### config.mk
export PLATFORM = sky130hd
export DESIGN_NAME = duo_note_priority_allocator
export DESIGN_NICKNAME = d
export VERILOG_FILES = /design/src/rtl/dnpa_pkg.sv /design/src/rtl/dnpa_stack.sv /design/src/rtl/dnpa_ctrl.sv /design/src/rtl/duo_note_priority_allocator.sv
export SDC_FILE = /design/constraint.sdc
export NUM_CORES = 1
export LEC_CHECK = 0
export BUFFER_PORTS_ARGS = -buffer_cell sky130_fd_sc_hd__buf_2
export CELL_PAD_IN_SITES_DETAIL_PLACEMENT = 0
export CELL_PAD_IN_SITES_GLOBAL_PLACEMENT = 1
export CORE_UTILIZATION = 57
export CTS_CLUSTER_SIZE = 20
export DETAILED_ROUTE_END_ITERATION = 8
export GPL_TIMING_DRIVEN = 1
export PLACE_DENSITY = 0.95
export SLEW_MARGIN = 10
export SYNTH_ARGS = -nofsm -noshare
export SYNTH_HDL_FRONTEND = slang
export SYNTH_SLANG_ARGS = --single-unit
### constraint.sdc
create_clock -name i_clk -period 6.5 [get_ports i_clk]
set_input_delay 0.325 -clock i_clk [delete_from_list [all_inputs] [get_ports i_clk]]
set_output_delay 0.325 -clock i_clk [all_outputs]
set_load 0.01 [all_outputs]
### src/rtl/dnpa_pkg.sv
// Shared types and constants of the duo note priority allocator.
// Used by dnpa_stack, dnpa_ctrl and the top level; depends on nothing.
`default_nettype none

package dnpa_pkg;

    // note number width and target code for an empty stack
    localparam int unsigned NOTE_W   = 7;
    localparam int unsigned TARGET_W = 8;
    localparam logic [TARGET_W-1:0] NOTE_OFF = 8'hFF;

    // key event kinds carried on the input tuser
    localparam logic ACT_NOTE_ON  = 1'b0;
    localparam logic ACT_NOTE_OFF = 1'b1;

    // configuration register indexes
    localparam int unsigned CFG_IDX_W = 1;
    localparam logic [CFG_IDX_W-1:0] CFG_KEY_MODE = 1'b0;
    localparam logic [CFG_IDX_W-1:0] CFG_GLIDE_ON = 1'b1;

    // key mode values
    localparam logic MODE_MONO = 1'b0;
    localparam logic MODE_DUO  = 1'b1;

    // stack operations issued by the controller
    typedef enum logic [1:0] {
        OP_NOP,
        OP_REMOVE,  // compact, skipping the first entry equal to the note
        OP_DROP,    // compact, skipping the oldest entry
        OP_APPEND   // write the note as the newest entry
    } t_stk_op;

    typedef struct packed {
        t_stk_op           op;
        logic [NOTE_W-1:0] note;
    } t_stk_cmd;

    typedef struct packed {
        logic              busy;
        logic              empty;
        logic              single;
        logic              full;
        logic [NOTE_W-1:0] top;
    } t_stk_stat;

endpackage

`default_nettype wire

### src/rtl/dnpa_stack.sv
// One last-note-priority stack: entry memory, fill count, cached top entry and
// the compaction walker for removals. Depends on dnpa_pkg.
`default_nettype none

module dnpa_stack #(
    parameter int unsigned STACK_DEPTH = 16
) (
    input  wire                 i_clk,
    input  wire                 i_rst_n,
    input  dnpa_pkg::t_stk_cmd  i_cmd,
    output dnpa_pkg::t_stk_stat o_stat
);

    localparam int unsigned AW = (STACK_DEPTH > 1) ? $clog2(STACK_DEPTH) : 1;
    localparam int unsigned FW = $clog2(STACK_DEPTH + 1);
    localparam logic [FW-1:0] FILL_MAX = FW'(STACK_DEPTH);
    localparam logic [FW-1:0] FILL_ONE = FW'(1);

    logic [dnpa_pkg::NOTE_W-1:0] r_mem [STACK_DEPTH];
    logic [dnpa_pkg::NOTE_W-1:0] r_rd_data;
    logic [dnpa_pkg::NOTE_W-1:0] r_note;
    logic [dnpa_pkg::NOTE_W-1:0] r_top;
    logic [FW-1:0]               r_fill;
    logic [FW-1:0]               r_rd_idx;
    logic [AW-1:0]               r_wr_idx;
    logic                        r_busy;
    logic                        r_pend;
    logic                        r_pend_first;
    logic                        r_found;
    logic                        r_mode_drop;

    logic                        rd_en;
    logic                        skip;
    logic                        wr_en;
    logic [AW-1:0]               wr_addr;
    logic [dnpa_pkg::NOTE_W-1:0] wr_data;
    logic                        append;

    // read the next entry while entries remain
    assign rd_en  = r_busy && (r_rd_idx < r_fill);
    assign append = (i_cmd.op == dnpa_pkg::OP_APPEND);

    // drop the oldest entry, or the first match of the note
    assign skip = r_mode_drop ? r_pend_first
                              : (!r_found && (r_rd_data == r_note));

    // single write port: append or compaction write-back
    always_comb begin
        wr_en   = 1'b0;
        wr_addr = r_wr_idx;
        wr_data = r_rd_data;
        if (append) begin
            wr_en   = 1'b1;
            wr_addr = r_fill[AW-1:0];
            wr_data = i_cmd.note;
        end else if (r_pend && !skip) begin
            wr_en = 1'b1;
        end
    end

    // entry memory
    always_ff @(posedge i_clk) begin
        if (wr_en) begin
            r_mem[wr_addr] <= wr_data;
        end
        if (rd_en) begin
            r_rd_data <= r_mem[r_rd_idx[AW-1:0]];
        end
    end

    // walker and fill control
    always_ff @(posedge i_clk) begin
        if (!i_rst_n) begin
            r_busy <= 1'b0;
            r_pend <= 1'b0;
            r_fill <= '0;
        end else begin
            r_pend <= rd_en;
            if (i_cmd.op == dnpa_pkg::OP_REMOVE || i_cmd.op == dnpa_pkg::OP_DROP) begin
                r_busy <= 1'b1;
            end else if (append) begin
                r_fill <= r_fill + FILL_ONE;
            end else if (r_busy && !rd_en && !r_pend) begin
                r_busy <= 1'b0;
                r_fill <= r_fill - {{(FW-1){1'b0}}, r_found};
            end
        end
    end

    // walker payload: indexes, match flag and cached top
    always_ff @(posedge i_clk) begin
        if (i_cmd.op == dnpa_pkg::OP_REMOVE || i_cmd.op == dnpa_pkg::OP_DROP) begin
            r_rd_idx    <= '0;
            r_wr_idx    <= '0;
            r_found     <= 1'b0;
            r_mode_drop <= (i_cmd.op == dnpa_pkg::OP_DROP);
            r_note      <= i_cmd.note;
        end else begin
            if (rd_en) begin
                r_rd_idx     <= r_rd_idx + FILL_ONE;
                r_pend_first <= (r_rd_idx == '0);
            end
            if (r_pend) begin
                if (skip) begin
                    r_found <= 1'b1;
                end else begin
                    r_wr_idx <= r_wr_idx + AW'(1);
                    r_top    <= r_rd_data;
                end
            end
        end
        if (append) begin
            r_top <= i_cmd.note;
        end
    end

    assign o_stat.busy   = r_busy;
    assign o_stat.empty  = (r_fill == '0);
    assign o_stat.single = (r_fill == FILL_ONE);
    assign o_stat.full   = (r_fill == FILL_MAX);
    assign o_stat.top    = r_top;

endmodule

`default_nettype wire

### src/rtl/dnpa_ctrl.sv
// Controller of the allocator: configuration registers, key event sequencing,
// stack selection and the result register. Depends on dnpa_pkg.
`default_nettype none

module dnpa_ctrl (
    input  wire                              i_clk,
    input  wire                              i_rst_n,
    input  wire                              i_cfg_valid,
    input  wire [dnpa_pkg::CFG_IDX_W-1:0]    i_cfg_index,
    input  wire                              i_cfg_data,
    input  wire                              i_in_valid,
    output logic                             o_in_ready,
    input  wire                              i_in_action,
    input  wire [dnpa_pkg::NOTE_W-1:0]       i_in_note,
    output logic                             o_out_valid,
    input  wire                              i_out_ready,
    output logic [dnpa_pkg::TARGET_W-1:0]    o_low_note,
    output logic [dnpa_pkg::TARGET_W-1:0]    o_high_note,
    output logic                             o_start_envelope,
    output logic                             o_stop_envelope,
    output dnpa_pkg::t_stk_cmd               o_cmd_lo,
    output dnpa_pkg::t_stk_cmd               o_cmd_hi,
    input  dnpa_pkg::t_stk_stat              i_stat_lo,
    input  dnpa_pkg::t_stk_stat              i_stat_hi
);

    typedef enum logic [2:0] {
        S_IDLE,
        S_REM,
        S_REM_W,
        S_DROP,
        S_DROP_W,
        S_APP,
        S_FIN
    } t_state;

    t_state                      r_state;
    logic                        r_key_mode;
    logic                        r_glide_on;
    logic                        r_action;
    logic                        r_sel_lo;
    logic                        r_sel_hi;

    logic [dnpa_pkg::TARGET_W-1:0] lo_t;
    logic [dnpa_pkg::TARGET_W-1:0] hi_t;
    logic [dnpa_pkg::TARGET_W-1:0] n_t;
    logic                          sel_lo;
    logic                          sel_hi;
    logic                          stacks_idle;

    // current targets, empty stack reads as off
    assign lo_t = i_stat_lo.empty ? dnpa_pkg::NOTE_OFF : {1'b0, i_stat_lo.top};
    assign hi_t = i_stat_hi.empty ? dnpa_pkg::NOTE_OFF : {1'b0, i_stat_hi.top};
    assign n_t  = {1'b0, i_in_note};

    assign stacks_idle = !i_stat_lo.busy && !i_stat_hi.busy;
    assign o_in_ready  = (r_state == S_IDLE);

    // pick the stacks a note on goes to
    always_comb begin
        sel_lo = 1'b1;
        sel_hi = 1'b1;
        if (i_in_action == dnpa_pkg::ACT_NOTE_ON && r_key_mode == dnpa_pkg::MODE_DUO &&
            !(i_stat_lo.empty && i_stat_hi.empty)) begin
            if (n_t < lo_t) begin
                sel_hi = 1'b0;
            end else if (n_t > hi_t) begin
                sel_lo = 1'b0;
            end else if ((n_t - lo_t) < (hi_t - n_t)) begin
                sel_hi = 1'b0;
            end else begin
                sel_lo = 1'b0;
            end
        end
    end

    // configuration registers
    always_ff @(posedge i_clk) begin
        if (!i_rst_n) begin
            r_key_mode <= dnpa_pkg::MODE_MONO;
            r_glide_on <= 1'b0;
        end else if (i_cfg_valid) begin
            case (i_cfg_index)
                dnpa_pkg::CFG_KEY_MODE: r_key_mode <= i_cfg_data;
                dnpa_pkg::CFG_GLIDE_ON: r_glide_on <= i_cfg_data;
                default: ;
            endcase
        end
    end

    // event latch
    always_ff @(posedge i_clk) begin
        if (i_in_valid && o_in_ready) begin
            r_action <= i_in_action;
            r_sel_lo <= sel_lo;
            r_sel_hi <= sel_hi;
        end
    end

    // sequencer with registered commands and result
    always_ff @(posedge i_clk) begin
        if (!i_rst_n) begin
            r_state        <= S_IDLE;
            o_cmd_lo.op    <= dnpa_pkg::OP_NOP;
            o_cmd_hi.op    <= dnpa_pkg::OP_NOP;
            o_out_valid    <= 1'b0;
        end else begin
            // release the result once taken, unless a new one is loaded now
            if (o_out_valid && i_out_ready && r_state != S_FIN) begin
                o_out_valid <= 1'b0;
            end
            case (r_state)
                S_IDLE: begin
                    if (i_in_valid) begin
                        o_cmd_lo.op   <= sel_lo ? dnpa_pkg::OP_REMOVE : dnpa_pkg::OP_NOP;
                        o_cmd_hi.op   <= sel_hi ? dnpa_pkg::OP_REMOVE : dnpa_pkg::OP_NOP;
                        o_cmd_lo.note <= i_in_note;
                        o_cmd_hi.note <= i_in_note;
                        r_state       <= S_REM;
                    end
                end
                S_REM: begin
                    o_cmd_lo.op <= dnpa_pkg::OP_NOP;
                    o_cmd_hi.op <= dnpa_pkg::OP_NOP;
                    r_state     <= S_REM_W;
                end
                S_REM_W: begin
                    if (stacks_idle) begin
                        if (r_action == dnpa_pkg::ACT_NOTE_ON) begin
                            if ((r_sel_lo && i_stat_lo.full) || (r_sel_hi && i_stat_hi.full)) begin
                                o_cmd_lo.op <= (r_sel_lo && i_stat_lo.full) ?
                                               dnpa_pkg::OP_DROP : dnpa_pkg::OP_NOP;
                                o_cmd_hi.op <= (r_sel_hi && i_stat_hi.full) ?
                                               dnpa_pkg::OP_DROP : dnpa_pkg::OP_NOP;
                                r_state     <= S_DROP;
                            end else begin
                                o_cmd_lo.op <= r_sel_lo ? dnpa_pkg::OP_APPEND : dnpa_pkg::OP_NOP;
                                o_cmd_hi.op <= r_sel_hi ? dnpa_pkg::OP_APPEND : dnpa_pkg::OP_NOP;
                                r_state     <= S_APP;
                            end
                        end else begin
                            // refill an emptied stack from the other one's top
                            o_cmd_lo.note <= i_stat_hi.top;
                            o_cmd_hi.note <= i_stat_lo.top;
                            o_cmd_lo.op   <= (i_stat_lo.empty && !i_stat_hi.empty) ?
                                             dnpa_pkg::OP_APPEND : dnpa_pkg::OP_NOP;
                            o_cmd_hi.op   <= (!i_stat_lo.empty && i_stat_hi.empty) ?
                                             dnpa_pkg::OP_APPEND : dnpa_pkg::OP_NOP;
                            r_state       <= S_APP;
                        end
                    end
                end
                S_DROP: begin
                    o_cmd_lo.op <= dnpa_pkg::OP_NOP;
                    o_cmd_hi.op <= dnpa_pkg::OP_NOP;
                    r_state     <= S_DROP_W;
                end
                S_DROP_W: begin
                    if (stacks_idle) begin
                        o_cmd_lo.op <= r_sel_lo ? dnpa_pkg::OP_APPEND : dnpa_pkg::OP_NOP;
                        o_cmd_hi.op <= r_sel_hi ? dnpa_pkg::OP_APPEND : dnpa_pkg::OP_NOP;
                        r_state     <= S_APP;
                    end
                end
                S_APP: begin
                    o_cmd_lo.op <= dnpa_pkg::OP_NOP;
                    o_cmd_hi.op <= dnpa_pkg::OP_NOP;
                    r_state     <= S_FIN;
                end
                S_FIN: begin
                    // load the result once the output register is free
                    if (!o_out_valid || i_out_ready) begin
                        o_out_valid      <= 1'b1;
                        o_low_note       <= lo_t;
                        o_high_note      <= hi_t;
                        o_start_envelope <= (r_action == dnpa_pkg::ACT_NOTE_ON) &&
                                            ((i_stat_lo.single && i_stat_hi.single) ||
                                             !r_glide_on);
                        o_stop_envelope  <= (r_action == dnpa_pkg::ACT_NOTE_OFF) &&
                                            i_stat_lo.empty && i_stat_hi.empty;
                        r_state          <= S_IDLE;
                    end
                end
                default: r_state <= S_IDLE;
            endcase
        end
    end

    // a new item is only taken with both stacks quiet
    a_idle_quiet: assert property (@(posedge i_clk) disable iff (!i_rst_n)
        o_in_ready |-> stacks_idle)
        else $error("item accepted while a stack walk runs");

    // no command reaches a stack in the middle of its walk
    a_cmd_lo_free: assert property (@(posedge i_clk) disable iff (!i_rst_n)
        (o_cmd_lo.op != dnpa_pkg::OP_NOP) |-> !i_stat_lo.busy)
        else $error("low stack command while busy");

    a_cmd_hi_free: assert property (@(posedge i_clk) disable iff (!i_rst_n)
        (o_cmd_hi.op != dnpa_pkg::OP_NOP) |-> !i_stat_hi.busy)
        else $error("high stack command while busy");

    // appends never overflow a stack
    a_no_overflow: assert property (@(posedge i_clk) disable iff (!i_rst_n)
        !((o_cmd_lo.op == dnpa_pkg::OP_APPEND) && i_stat_lo.full) &&
        !((o_cmd_hi.op == dnpa_pkg::OP_APPEND) && i_stat_hi.full))
        else $error("append into a full stack");

    // start and stop never come together
    a_flags_excl: assert property (@(posedge i_clk) disable iff (!i_rst_n)
        o_out_valid |-> !(o_start_envelope && o_stop_envelope))
        else $error("start and stop flags both set");

endmodule

`default_nettype wire

### src/rtl/duo_note_priority_allocator.sv
// Top level of the duo note priority allocator: controller plus low and high
// note stacks. Depends on dnpa_pkg, dnpa_ctrl and dnpa_stack.
//
// Usage:
//   Input stream s_axis: tdata[6:0] note number, tuser[0] 0 note on / 1 note off.
//   Output stream m_axis: one item per key event with the low and high targets
//   (255 when a stack is empty) and the envelope start and stop flags.
//   Config channel i_cfg_*: index 0 key mode (0 mono, 1 duo), index 1 glide on;
//   always ready, write only while no key event is in flight.
// Timing:
//   One key event is worked on at a time. Each stack removal is a walk over the
//   stored entries through the stack memory's single read port. A note on into
//   a full stack adds a second walk that drops the oldest entry. The next event
//   can be taken in the cycle after the result is loaded.
// Reset: both stacks empty, mono mode, glide off; no clearing pass.
// Stalls: a finished result waits in the output register while the next event
//   is taken and worked on; that event's result holds until the first is taken.
`default_nettype none

module duo_note_priority_allocator #(
    parameter int unsigned STACK_DEPTH = 16
) (
    input  wire                            i_clk,
    input  wire                            i_rst_n,
    // configuration writes
    input  wire                            i_cfg_valid,
    output logic                           o_cfg_ready,
    input  wire [dnpa_pkg::CFG_IDX_W-1:0]  i_cfg_index,
    input  wire                            i_cfg_data,
    // key events
    input  wire                            s_axis_tvalid,
    output logic                           s_axis_tready,
    input  wire [7:0]                      s_axis_tdata,   // [6:0] note, [7] zero
    input  wire [0:0]                      s_axis_tuser,   // [0] action
    // results
    output logic                           m_axis_tvalid,
    input  wire                            m_axis_tready,
    output logic [23:0]                    m_axis_tdata    // [7:0] low_note,
                                                           // [15:8] high_note,
                                                           // [16] start_envelope,
                                                           // [17] stop_envelope,
                                                           // [23:18] zero
);

    dnpa_pkg::t_stk_cmd  cmd_lo;
    dnpa_pkg::t_stk_cmd  cmd_hi;
    dnpa_pkg::t_stk_stat stat_lo;
    dnpa_pkg::t_stk_stat stat_hi;

    logic [dnpa_pkg::TARGET_W-1:0] low_note;
    logic [dnpa_pkg::TARGET_W-1:0] high_note;
    logic                          start_envelope;
    logic                          stop_envelope;

    assign o_cfg_ready = 1'b1;

    dnpa_ctrl u_ctrl (
        .i_clk            (i_clk),
        .i_rst_n          (i_rst_n),
        .i_cfg_valid      (i_cfg_valid),
        .i_cfg_index      (i_cfg_index),
        .i_cfg_data       (i_cfg_data),
        .i_in_valid       (s_axis_tvalid),
        .o_in_ready       (s_axis_tready),
        .i_in_action      (s_axis_tuser[0]),
        .i_in_note        (s_axis_tdata[dnpa_pkg::NOTE_W-1:0]),
        .o_out_valid      (m_axis_tvalid),
        .i_out_ready      (m_axis_tready),
        .o_low_note       (low_note),
        .o_high_note      (high_note),
        .o_start_envelope (start_envelope),
        .o_stop_envelope  (stop_envelope),
        .o_cmd_lo         (cmd_lo),
        .o_cmd_hi         (cmd_hi),
        .i_stat_lo        (stat_lo),
        .i_stat_hi        (stat_hi)
    );

    dnpa_stack #(
        .STACK_DEPTH (STACK_DEPTH)
    ) u_stack_lo (
        .i_clk   (i_clk),
        .i_rst_n (i_rst_n),
        .i_cmd   (cmd_lo),
        .o_stat  (stat_lo)
    );

    dnpa_stack #(
        .STACK_DEPTH (STACK_DEPTH)
    ) u_stack_hi (
        .i_clk   (i_clk),
        .i_rst_n (i_rst_n),
        .i_cmd   (cmd_hi),
        .o_stat  (stat_hi)
    );

    // pack the result item
    assign m_axis_tdata = {6'd0, stop_envelope, start_envelope, high_note, low_note};

endmodule

`default_nettype wire
# Yosys cells after proc, flatten, opt, wreduce, memory -nomap -nowiden
# Memories as Yosys holds them, arrays and structs flattened. A register that Yosys moved wholly into a read port is not among the register bits.
# Cells that the tools add are included.
# classes
n_addsub,10
n_eq_ne,30
bitwise,7
order_cmp,5
reduce_logical,77
shift,0
mul,0
div,0
mux,76
# ops
op,n
7-bit 2-to-1 mux,12
9-bit 2-to-1 mux,4
1-bit 2-to-1 mux,29
7-bit one-hot mux with 2 select lines,2
1-bit logical AND,25
2-bit 2-to-1 mux,12
2-bit AND reduction,12
3-bit one-hot mux with 7 select lines,1
5-bit by 1-bit adder with 5-bit output (second input constant),4
5-bit logical NOT,4
5-bit 2-to-1 mux,4
3-bit 2-to-1 mux,6
8-bit 2-to-1 mux,2
2-bit one-hot mux with 4 select lines,2
1-bit logical NOT,15
7-bit == test,2
2-bit nonzero test,7
2-bit by 1-bit inequality test with 1-bit output (second input constant),6
5-bit by 1-bit == test with 1-bit output (second input constant),2
5-bit == test (second input constant),2
5-bit less-than comparator,2
2-bit inequality test (second input constant),5
5-bit by 1-bit subtractor with 5-bit output,2
3-bit == test (second input constant),3
other kinds (20),40
# word_totals
rom_bits,0
ram_bits,224
mem_count,2
reg_bits,111
latchBits,0
elab_cells,242
# mem_list
memory,depth,word_bits,rd,rd_ports_with_merged_regs,wr,line_no,rtl
u_stack_hi.r_mem,16,7,1,1,1,dnpa_stack.sv:19,logic [dnpa_pkg::NOTE_W-1:0] r_mem [STACK_DEPTH];
u_stack_lo.r_mem,16,7,1,1,1,dnpa_stack.sv:19,

# Longest topological paths before layout
# Gate-level depths: netlist (run 1).
# logic_depth
word_depth,11
ltp_mapped,18
ltp_nobuf,18

# Cells and area by module
# Synthesis (run 1) repeated with hierarchy kept, for this count alone.
# unflattened
cells_unflattened,1045
hier_area_um2,15826.4
# by_module_without_submodules
module,cells_per_inst,area_per_inst_um2,n_inst,seq_area_each_um2
dnpa_stack (u_stack_hi),358,6475.0,1,4394.2
dnpa_stack (u_stack_lo),362,6341.1,1,4394.2
dnpa_ctrl,314,2935.3,1,1251.2
duo_note_priority_allocator,11,75.1,1,0.0

# Worst setup path after synthesis (run 1)
# OpenSTA, ideal clock, no wires.
# synth_path
kind,register to register
from,reg u_stack_lo.r_fill[2]
to,"reg u_ctrl.r_sel_hi, data pin"
required_ns,6.233
arrival_ns,3.463
setup_slack_ns,2.770
path_stages_with_launch,19
n_path_buf,0
synth_period_minus_slack_ns,3.730
path_cell_list,dfxtp_1 > nor3_1 > nand2_1 > clkinv_1 > nor2_1 > ha_1 > nor2b_1 > o31ai_1 > a22oi_1 > a21bo_2 > a21oi_1 > xnor2_1 > ha_1 > a21oi_1 > nor2_1 > a211oi_1 > o21ai_0 > o221ai_1 > nand2_1
# synth_rtl
element,line_no,rtl
"start, declared",dnpa_stack.sv:23,logic [FW-1:0] r_fill;
"start signal, assigned",dnpa_stack.sv:82,r_fill <= r_fill + FILL_ONE;
"start signal, assigned",dnpa_stack.sv:85,"r_fill <= r_fill - {{(FW-1){1'b0}}, r_found};"
"end signal, assigned",dnpa_ctrl.sv:96,r_sel_hi <= sel_hi;
"end, declared",dnpa_ctrl.sv:42,logic r_sel_hi;

==> run_results.csv, run 1 <==
group,metric,value,unit
outcome,outcome,"finished, final reports clean",
pwr,p_seq_share,45.6,%
critical_path,cp_cell_sequence,"nor3_1, nand2_1, clkinv_1, nor2_1, ha_1, nor2b_1, o311ai_0, a22oi_1, a21bo_2, a21oi_1, xnor2_1, ha_1, a21oi_1, nor2_1, a211oi_1, o21ai_0, o221ai_1, nand2_1",
placed_design,place_area,0.0159,mm^2
pwr,pwr-share-clk,35.4,%
timing,tightest_slew,926,ps
drt,vias_per_cell,6.21,
pwr,p_per_area,348,mW/mm^2
logic_synthesis,synth_area_leaders,"edfxtp_1 (59%), mux4_2 (10%), dfxtp_1 (5.7%), ha_1 (3.8%), nor2_1 (2.4%)",
critical_path,cp.buffers_inverters,1,
floorplan,start_util,58.7,%
critical_path,crit_path_start_kind,"register",
clock_network,clk_pin_slew_worst_paths,60,ps
flow_run,drv_cap,0,
timing,setup_violations,0,
drt,drt_iter0_drc,1023,
critical_path,path_class,"register to register",
critical_path,r2r_start,"u_stack_lo.r_fill[2]",
pwr,ir_worst_vdd,0.198,mV
timing,final_hold_viol_count,0,
global_routing,grt_max_degree,34,
floorplan,die_area,0.0278,mm^2
finish,utilization,65.0,%
clock_network,cts_buffer_depth,3,
timing,fin_crit_sh,74.2,%
logic_synthesis,synth_edf_count,305,
logic_synthesis,ys.flop_type,"edfxtp_1",
clock_network,numCtsBuffers,36,
min_path,min_path_type,"primary input to register",
global_routing,grt_pass1_vias,8825,
logic_synthesis,async_reset_ff_share,0,%
critical_path,end_kind,"register",
pwr,power_frac_comb,19.0,%
logic_synthesis,synthAdderAreaFrac,4.32,%
global_routing,antenna_found_initial,1,
clock_network,htree_levels,2,
logic_synthesis,synth_top_family_by_area,"multiplexers",
clock_network,insertion_delay,520,ps
pwr,sw_frac_of_total,27.4,%
critical_path,rr_worst_depth,18,
logic_synthesis,synthSimpleGateAreaFrac,7.81,%
clock_network,root_buffer,"clkbuf_16",
logic_synthesis,ys_ff_latch,349,
floorplan,num_io_pins,43,
pwr,p_total,5970,uW
min_path,min_path_cells,3,
floorplan,die_h,167,um
timing,relSlewSlack,38.3,%
finish,final_cell_mix,"edfxtp_1 (305), nor2_1 (99), nand2_1 (76)",
logic_synthesis,synth_top_area_share,59.2,%
critical_path,max_stage_delay,490,ps
logic_synthesis,synth_top_area_cell,"edfxtp_1",
pwr,p_leak,0.00582,uW
drt,ant_nets,0,
drt,finalWirelength,33400,um
drt,vias,8869,
logic_synthesis,synth_compound_gate_area_share,5.68,%
clock_network,postCtsResizedCells,0,
drt,drc_errors,0,
finish,final_area,0.0171,mm^2
logic_synthesis,synthXorXnorAreaFrac,2.38,%
logic_synthesis,yosys_warnings,0,
finish,layout-drive-gt1-share,18.2,%
floorplan,fp.dieW,167,um
min_path,hold_start,"i_cfg_data",
critical_path,worstPathMaxFanout,9,
critical_path,r2r_end,"u_ctrl.r_sel_hi",
floorplan,core_area,0.0264,mm^2
pwr,p_sw,1630,uW
critical_path,arrival,5080,ps
placed_design,io_buffers,34,
logic_synthesis,syn_area,0.0155,mm^2
clock_network,cts_sinks,349,
global_routing,grt_pass1_wl,51500,um
finish,mostFrequentLayoutCell,"edfxtp_1",
finish,nNetsFinal,1133,
logic_synthesis,muxShareOfSynthArea,12.1,%
timing,maxSlewViolCount,0,
placed_design,dp_hpwl,21800,um
critical_path,cp_top_family,"compound AO/OA/AOI/OAI gates",
timing,setup_tns,0,ps
logic_synthesis,avgSynthCellArea,15.0,um^2
global_routing,grt-ovfl-total,0,
timing,finClkSkew,27.1,ps
timing,rsz0062_at_grt,"no",
logic_synthesis,ys_seq_area_share,64.9,%
timing,finalCriticalPeriod,4820,ps
critical_path,crit_slowest_cell,"dfxtp_1",
pwr,p_int,4340,uW
global_routing,track_usage,24.7,%
critical_path,regToRegSetupSlack,1680,ps
floorplan,rows,59,
clock_network,tritoncts,"yes",
placed_design,routabilityCongestion,0.917,
finish,layout-area-overhead-vs-synth,10.8,%
drt,first_pass_iters,6,
logic_synthesis,synth_cell_types,68,
logic_synthesis,netlist_instances,1029,
timing,timing.fmax,0.207,GHz
min_path,hold_path_end,"u_ctrl.r_glide_on",
critical_path,crit_required,6750,ps
drt,routedWlPerCell,23.4,um
==> kinds of logic after synthesis <==
kind of cell,Yosys count
multiplexers,98
AND/OR/NAND/NOR,263
buffers and inverters,97
flip-flops,349
adder cells (fa/ha/maj),51
other,2
XOR/XNOR,42
AO/OA/AOI/OAI,127
==> tightest hold or removal path, delay by kind of cell <==
kind | cells | cell delay [ps]
and+or+nand+nor | 1 | 70
AOI/OAI and AO/OA | 1 | 60
buffers and inverters | 1 | 110
==> per-layer routing <==
layer	GRT usage (%)	part of all wire [%]
met5	0	0
met4	9.90	3.8
met3	3.92	7.9
met2	40.2	48
met1	33.6	40
==> synth_stat cells, drive strengths merged, types with 3 or more instances <==
master and instances:
and3 5, nand2 76, o21a 4, a21o 7, a32oi 8, xor2 19
mux4 70, a31oi 11, mux2i 13, edfxtp 305, o211ai 3, nand2b 16
a21boi 3, nor2 99, ha 47, fa 4, or2 4, nand4 7
xnor2 23, nor4 4, inv 48, nor3b 5, or3 3, and2 4
clkbuf 22, buf 26, a21oi 32, o21ai 27, nor3 13, mux2 15
dfxtp 44, a211oi 4, nand3 7, and4 3, nor2b 12
==> state kept, by name, indices dropped and copies added, names as in the netlist, 7 cells and up <==
signal / count
u_stack_hi.r_rd_data: 7
u_ctrl.o_high_note: 8
u_ctrl.o_cmd_hi: 9
u_stack_lo.r_top: 7
u_stack_hi.r_top: 7
u_stack_hi.r_mem: 112
u_ctrl.o_cmd_lo: 9
u_stack_hi.r_note: 7
u_ctrl.o_low_note: 8
u_stack_lo.r_rd_data: 7
u_stack_lo.r_mem: 112
u_stack_lo.r_note: 7
==> worst max-delay path by stage <==
stage	to	from	slack [ps]	cells after the start
final	u_ctrl.r_sel_hi	u_stack_lo.r_fill[2]	1680	18
after global routing	u_ctrl.r_sel_hi	u_stack_lo.r_fill[3]	1460	18
after CTS	u_ctrl.r_sel_hi	u_stack_lo.r_fill[2]	1720	18
after detailed placement	u_ctrl.r_sel_hi	u_stack_lo.r_fill[2]	1720	18
after global placement	u_ctrl.r_sel_hi	u_stack_lo.r_fill[3]	1870	18
after floorplan	u_ctrl.r_sel_hi	u_stack_lo.r_fill[2]	2770	18
==> power by group through the flow <==
stage | combinational (uW) | sequential (uW) | clock [uW]
after floorplan | 878 | 2720 | 0
after global placement | 1080 | 2760 | 0
after detailed placement | 1110 | 2770 | 0
after CTS | 1130 | 2720 | 2130
after global routing | 1250 | 2740 | 2210
final | 1130 | 2720 | 2110
==> stage by stage <==
stage	hold WS (ps)	std cells	setup slack [ps]
floorplan	420	1034	2770
CTS	88.2	1428	1720
global placement	450	1362	1870
detailed placement	440	1362	1720
global route	98.7	1429	1460
finish	90.6	1429	1680
==> what timing repair did <==
item / CTS / global route
buffers inserted: 0 / 0
setup endpoints to repair: 0 / 0
hold buffers: 1 / 0
hold endpoints to repair: 1 / 0
==> cell type report <==
class | count | area (um^2)
repair buffers | 42 | 233
clock buffers | 44 | 993
diodes | 1 | 2.50
fillers | 1757 | 9220
clock inverters | 21 | 233
flip-flops and latches | 349 | 10000
well taps | 335 | 419
multi-input cells | 588 | 5030
inverters | 49 | 184
No activity file was read; power rests on OpenSTA's default activity.
==> inputs of run 2 (changes only) <==
--- a/config.mk
+++ b/config.mk
@@ -5,14 +5,15 @@
 export SDC_FILE = /design/constraint.sdc
 export NUM_CORES = 1
 export LEC_CHECK = 0
+export ABC_AREA = 1
 export BUFFER_PORTS_ARGS = -buffer_cell sky130_fd_sc_hd__buf_2
 export CELL_PAD_IN_SITES_DETAIL_PLACEMENT = 0
 export CELL_PAD_IN_SITES_GLOBAL_PLACEMENT = 1
-export CORE_UTILIZATION = 57
+export CORE_UTILIZATION = 45
 export CTS_CLUSTER_SIZE = 20
 export DETAILED_ROUTE_END_ITERATION = 8
 export GPL_TIMING_DRIVEN = 1
-export PLACE_DENSITY = 0.95
+export PLACE_DENSITY = 0.86
 export SLEW_MARGIN = 10
 export SYNTH_ARGS = -nofsm -noshare
 export SYNTH_HDL_FRONTEND = slang
==> constraint.sdc (replaced) <==
create_clock -name i_clk -period 4.4 [get_ports i_clk]
set_input_delay 0.22 -clock i_clk [delete_from_list [all_inputs] [get_ports i_clk]]
set_output_delay 0.22 -clock i_clk [all_outputs]
set_load 0.01 [all_outputs]
==> run_results.csv, run 2 <==
group,metric,value,unit
outcome,outcome,"finished, final reports clean",
timing,rsz0062_at_grt,"no",
timing,setup_tns,0,ps
min_path,min_path_type,"primary input to register",
finish,nNetsFinal,1521,
floorplan,die_h,187,um
floorplan,fp.dieW,187,um
finish,final_cell_mix,"edfxtp_1 (305), nand2_1 (205), nor2_1 (187)",
logic_synthesis,synth_area_leaders,"edfxtp_1 (59%), o21ai_0 (5.8%), dfxtp_1 (5.7%), nand2_1 (5.0%), nor2_1 (4.5%)",
drt,routedWlPerCell,17.7,um
critical_path,crit_top_cell,"nand2_1",
placed_design,dp_hpwl,22600,um
critical_path,cp.buffers_inverters,0,
pwr,pwr-share-clk,28.2,%
finish,mostFrequentLayoutCell,"edfxtp_1",
global_routing,antenna_found_initial,0,
critical_path,cp_cell_sequence,"nor2_1, nand3_1, nand2_1, ha_1, nand2_1, o21ai_0, a21oi_1, o21bai_1, nand2_1, nand2_1, a21oi_1, xor2_1, ha_1, nand2_1, nor2_1, a211oi_1, nand3_1, nand2_1, nand3_1, nand2_1, a21oi_1",
critical_path,max_stage_delay,410,ps
finish,fill_cells,2954,
critical_path,cp_top_family,"simple AND/OR/NAND/NOR gates",
critical_path,arrival,3920,ps
pwr,sw_frac_of_total,34.5,%
floorplan,core_area,0.0337,mm^2
clock_network,cts_sinks,349,
finish,layout-area-overhead-vs-synth,12.1,%
placed_design,io_buffers,34,
timing,tightest_slew,1180,ps
finish,utilization,51.4,%
floorplan,start_util,45.9,%
critical_path,rr_worst_depth,21,
drt,vias_per_cell,5.33,
clock_network,clk_pin_slew_worst_paths,60,ps
pwr,p_leak,0.00640,uW
critical_path,crit_required,4800,ps
finish,final_cells,1932,
logic_synthesis,ys_ff_latch,349,
timing,fin_crit_sh,80.0,%
timing,relSlewSlack,21.0,%
critical_path,crit_slowest_cell,"dfxtp_1",
global_routing,grt_pass1_wl,54200,um
critical_path,crit_path_start_kind,"register",
logic_synthesis,syn_area,0.0155,mm^2
critical_path,r2r_start,"u_stack_hi.r_fill[0]",
placed_design,routabilityCongestion,0.887,
global_routing,grt-ovfl-total,0,
logic_synthesis,synth_edf_count,305,
critical_path,r2r_end,"u_ctrl.o_cmd_hi[7]",
logic_synthesis,ys_seq_area_share,65.0,%
clock_network,post_cts_buffers,0,
flow_run,drv_cap,0,
logic_synthesis,synth_cell_types,47,
logic_synthesis,synth_top_area_cell,"edfxtp_1",
logic_synthesis,avgSynthCellArea,11.0,um^2
critical_path,worstPathMaxFanout,6,
global_routing,track_usage,19.6,%
drt,drc_errors,0,
timing,maxSlewViolCount,0,
pwr,p_int,6920,uW
drt,ant_nets,0,
finish,layout-drive-gt1-share,9.10,%
clock_network,cts_buffer_depth,3,
global_routing,grt_pass1_vias,10100,
global_routing,grt_max_degree,60,
clock_network,postCtsResizedCells,0,
logic_synthesis,synth_top_area_share,59.3,%
min_path,hold_path_end,"u_ctrl.o_out_valid",
logic_synthesis,ys.flop_type,"edfxtp_1",
logic_synthesis,synth.most_common_cell,"edfxtp_1",
timing,finClkSkew,34.1,ps
logic_synthesis,synth_commonest_cells,"edfxtp_1 (305), nand2_1 (205), nor2_1 (187)",
finish,reg_top3,"u_stack_hi.r_mem (112), u_stack_lo.r_mem (112)",
timing,timing.fmax,0.284,GHz
logic_synthesis,async_reset_ff_share,0,%
timing,setup_violations,0,
clock_network,numCtsBuffers,38,
min_path,min_path_cells,4,
placed_design,place_ws,891,ps
floorplan,num_io_pins,43,
clock_network,insertion_delay,550,ps
drt,finalWirelength,34200,um
floorplan,rows,67,
logic_synthesis,yosys_warnings,0,
logic_synthesis,netlist_instances,1407,
clock_network,tritoncts,"yes",
pwr,p_sw,3650,uW
critical_path,end_kind,"register",
clock_network,root_buffer,"clkbuf_16",
timing,finalCriticalPeriod,3520,ps
placed_design,dp.cells,1856,
floorplan,die_area,0.0351,mm^2
finish,diodes,0,
critical_path,path_class,"register to register",
pwr,ir_worst_vdd,0.363,mV
pwr,power_frac_comb,29.6,%
drt,vias,10300,
min_path,hold_start,"m_axis_tready",
pwr,p_per_area,610,mW/mm^2
timing,setup_ws,879,ps
drt,first_pass_iters,5,
critical_path,regToRegSetupSlack,880,ps
clock_network,htree_levels,2,
drt,drt_iter0_drc,766,
pwr,p_seq_share,42.2,%
timing,final_hold_viol_count,0,
-- run 2: changes by cell type after synthesis, moves of 57 or more --
cell / previous run / this run
nand2_1: 76 / 205
inv_1: 48 / 114
nor2_1: 99 / 187
o22ai_1: 1 / 58
o21ai_0: 24 / 180
mux4_2: 70 / 0
-- run 2: cell families after synthesis --
group	count (synthesis)	share of synthesized area, %
adders and majority gates	51	4.32
DFF	349	65.0
other	2	0.0486
buffers and inverters	176	4.64
AOI/OAI and AO/OA	318	11.4
xor gates and xnor gates	25	1.42
and+or+nand+nor	486	13.2
-- run 2: layout make-up --
| type | instances | area, um^2 | share of cell area (%) |
|---|---|---|---|
| sequential | 349 | 10000 | 57.9 |
| multi-input combinational | 887 | 4730 | 27.3 |
| clock buffer | 58 | 1060 | 6.12 |
| tap | 448 | 561 | 3.23 |
| inverter | 121 | 454 | 2.62 |
| timing repair buffer | 57 | 358 | 2.06 |
| clock inverter | 12 | 126 | 0.729 |
-- run 2: through the flow --
step           instance area [um^2]  hold WS, ps  power [uW]
2_1_floorplan                 15500          319        6720
3_3_place_gp                  16100          416        7540
3_5_place_dp                  16100          415        7630
4_1_cts                       17300         6.21       10600
5_1_grt                       17300         33.1       11200
6_report                      17300         22.2       10600
-- run 2: how the worst max path moves through the flow --
stage                               startpoint                 end  depth (start not counted)  slack [ps]
final                     u_stack_hi.r_fill[0]  u_ctrl.o_cmd_hi[7]                         21         880
after global routing      u_stack_hi.r_fill[0]  u_ctrl.o_cmd_hi[7]                         21         510
after floorplan           u_stack_hi.r_fill[0]     u_ctrl.r_sel_hi                         20        1340
after CTS                 u_stack_hi.r_fill[0]  u_ctrl.o_cmd_hi[7]                         21         890
after global placement    u_stack_hi.r_fill[0]  u_ctrl.o_cmd_hi[7]                         21         910
after detailed placement  u_stack_hi.r_fill[0]  u_ctrl.o_cmd_hi[7]                         21         890
-- run 2: power by group through the flow --
stage	Clock, uW	Sequential, uW	Combinational, uW
after floorplan	0	4430	2280
after global placement	0	4520	3020
after detailed placement	0	4520	3110
after CTS	3040	4460	3130
after global routing	3160	4490	3540
final	2980	4460	3130
-- run 2: worst register-to-register path, stage by stage (launching register included) --
cell and delay, ps:
dfxtp_1 410, nor2_1 100, nand3_1 230, nand2_1 110, ha_1 380, nand2_1 70
o21ai_0 330, a21oi_1 130, o21bai_1 200, nand2_1 90, nand2_1 60, a21oi_1 60
xor2_1 150, ha_1 310, nand2_1 70, nor2_1 40, a211oi_1 160, nand3_1 150
nand2_1 110, nand3_1 70, nand2_1 90, a21oi_1 50
-- run 2: timing repair --
action / in CTS / in global routing
hold endpoints to repair: 3 / 0
hold buffers: 6 / 0
setup endpoints to repair: 0 / 0
-- run 2: per-layer routing --
layer	GRT usage [%]	vias up	wire length [um]
li1	-	5040	-
met1	26.6	4950	15500
met2	32.5	260	16300
met3	3.17	49	1760
met4	5.52	0	648
met5	0	-	0
==> inputs of run 3 (changes only) <==
==> constraint.sdc (replaced) <==
create_clock -name i_clk -period 3.1 [get_ports i_clk]
set_input_delay 0.155 -clock i_clk [delete_from_list [all_inputs] [get_ports i_clk]]
set_output_delay 0.155 -clock i_clk [all_outputs]
set_load 0.01 [all_outputs]
==> run_results.csv, run 3 (same netlist as run 2, synthesis figures left out) <==
group,metric,value,unit
drt,vias,10800,
placed_design,routabilityCongestion,0.884,
finish,final_cell_mix,"edfxtp_1 (305), nand2_1 (197), nor2_1 (186)",
drt,drt_iter0_drc,887,
global_routing,grt_pass1_wl,56800,um
min_path,hold_path_end,"u_ctrl.o_cmd_hi[3]",
pwr,p_int,10400,uW
clock_network,cts_buffer_depth,3,
pwr,p_sw,5480,uW
timing,fin_crit_sh,97.2,%
critical_path,cp_cell_sequence,"nor2_4, nand3_4, buf_6, buf_4, nand2_2, ha_1, inv_2, o21bai_1, buf_4, buf_4, xnor2_1, ha_1, a21oi_2, nor2_1, a211oi_2, nand3_1, buf_4, nand4_1, nand2_1, a21oi_2",
drt,routedWlPerCell,17.9,um
floorplan,die_area,0.0351,mm^2
global_routing,grt_max_degree,60,
drt,vias_per_cell,5.40,
min_path,min_path_type,"primary input to register",
timing,rsz0062_at_grt,"yes",
clock_network,cts_sinks,349,
outcome,outcome,"finished, final reports clean",
floorplan,fp.dieW,187,um
clock_network,insertion_delay,550,ps
finish,regArea,0.0100,mm^2
pwr,p_leak,0.00676,uW
critical_path,regToRegSetupSlack,90,ps
min_path,min_path_cells,3,
critical_path,crit_slowest_cell,"dfxtp_2",
critical_path,cp_top_family,"buffers and inverters",
placed_design,dp_hpwl,23700,um
critical_path,r2r_end,"u_ctrl.o_cmd_lo[7]",
timing,maxSlewViolCount,0,
pwr,pwr-share-clk,26.7,%
finish,layout-area-overhead-vs-synth,16.4,%
critical_path,r2r_start,"u_stack_hi.r_fill[1]",
pwr,ir_worst_vdd,0.523,mV
min_path,hold_start,"s_axis_tdata[3]",
floorplan,rows,67,
placed_design,io_buffers,34,
finish,nNetsFinal,1589,
drt,first_pass_iters,5,
critical_path,max_stage_delay,330,ps
critical_path,end_kind,"register",
critical_path,crit_top_cell,"buf_4",
critical_path,path_class,"register to register",
timing,finClkSkew,22.3,ps
finish,reg_top3,"u_stack_hi.r_mem (112), u_stack_lo.r_mem (112)",
global_routing,grt-ovfl-total,0,
finish,diodes,0,
timing,timing.fmax,0.332,GHz
timing,hold_slack,23.0,ps
critical_path,cp.buffers_inverters,6,
critical_path,worstPathMaxFanout,7,
critical_path,arrival,3470,ps
timing,relSlewSlack,35.6,%
pwr,p_per_area,881,mW/mm^2
timing,finalCriticalPeriod,3010,ps
critical_path,crit_required,3560,ps
finish,layout-drive-gt1-share,15.0,%
critical_path,rr_worst_depth,20,
clock_network,clk_pin_slew_worst_paths,60,ps
pwr,sw_frac_of_total,34.6,%
finish,multi_input_area,0.00487,mm^2
clock_network,htree_levels,2,
finish,mostFrequentLayoutCell,"edfxtp_1",
timing,tightest_slew,966,ps
timing,final_hold_viol_count,0,
floorplan,core_area,0.0337,mm^2
drt,finalWirelength,35800,um
timing,setup_violations,0,
drt,ant_nets,0,
floorplan,die_h,187,um
floorplan,num_io_pins,43,
pwr,p_total,15900,uW
floorplan,start_util,45.9,%
clock_network,tritoncts,"yes",
global_routing,grt_pass1_vias,10400,
critical_path,crit_path_start_kind,"register",
drt,drc_errors,0,
pwr,power_frac_comb,33.6,%
clock_network,root_buffer,"clkbuf_16",
finish,fill_cells,2915,
global_routing,track_usage,20.6,%
global_routing,antenna_found_initial,0,
clock_network,numCtsBuffers,37,
pwr,p_seq_share,39.7,%
flow_run,drv_cap,0,
==> run 3: layer usage <==
layer  wire (um)  share of wire, %  global-route usage (%)  vias to the layer above
li1            -                 -                       -                     5177
met1       15700                44                    27.9                     5220
met2       17300                48                    34.4                      339
met3        2070               5.8                    3.19                       58
met4         677               1.9                    5.86                        0
met5           0                 0                       0                        -
==> run 3: through the flow <==
step           TNS [ps]  instance area [um^2]  utilization, %  setup WS (ps)  cells
2_1_floorplan         0                 15500               -           37.9   1412
3_3_place_gp       -109                 16500            49.0          -73.2   1911
3_5_place_dp       -230                 16500            49.0           -126   1911
4_1_cts               0                 17800            52.8           11.8   1991
5_1_grt            -198                 18000            53.4          -86.5   1998
6_report              0                 18000            53.4           87.5   1998
==> run 3: worst max path at each step <==
stage                     slack [ps]                  to  cells past startpoint            startpoint
after floorplan                   40     u_ctrl.r_sel_hi                     20  u_stack_hi.r_fill[0]
after global placement           -70  u_ctrl.o_cmd_hi[7]                     21  u_stack_hi.r_fill[0]
after detailed placement        -130  u_ctrl.o_cmd_hi[7]                     21  u_stack_hi.r_fill[0]
after CTS                         10  u_ctrl.o_cmd_hi[7]                     21  u_stack_hi.r_fill[2]
after global routing             -90  u_ctrl.o_cmd_hi[7]                     20  u_stack_hi.r_fill[1]
final                             90  u_ctrl.o_cmd_lo[7]                     20  u_stack_hi.r_fill[1]
==> run 3: worst register-to-register path, cell delays in order (launching register included) <==
cell      delay [ps]
dfxtp_2          330
nor2_4           150
nand3_4          140
buf_6            150
buf_4            160
nand2_2           80
ha_1             240
inv_2             70
o21bai_1          80
buf_4            140
buf_4            120
xnor2_1          120
ha_1             330
a21oi_2          130
nor2_1            60
a211oi_2         150
nand3_1          120
buf_4            150
nand4_1           80
nand2_1           60
a21oi_2          100
==> run 3: repair_timing <==
item                                   in CTS  in global routing
pin swaps                                   4                 17
setup endpoints to repair                   3                  4
resized for setup                           7                 36
hold buffers                               12                  0
buffers inserted                            1                  7
endpoints found under the hold margin      12                  0
==> run 3: power by group through the flow <==
| stage | Sequential [uW] | Combinational [uW] | Clock [uW] |
|---|---|---|---|
| after floorplan | 6290 | 3240 | 0 |
| after global placement | 6350 | 4650 | 0 |
| after detailed placement | 6350 | 4770 | 0 |
| after CTS | 6270 | 4880 | 4290 |
| after global routing | 6330 | 5960 | 4460 |
| final | 6290 | 5330 | 4230 |
==> run 3: area by class of cell <==
| class | instances | share of cell area, % |
|---|---|---|
| clock buffer | 44 | 5.29 |
| clock inverter | 23 | 1.11 |
| inverter | 121 | 2.52 |
| multi-input combinational | 887 | 27.1 |
| sequential | 349 | 55.9 |
| tap | 448 | 3.12 |
| timing repair buffer | 126 | 5.01 |
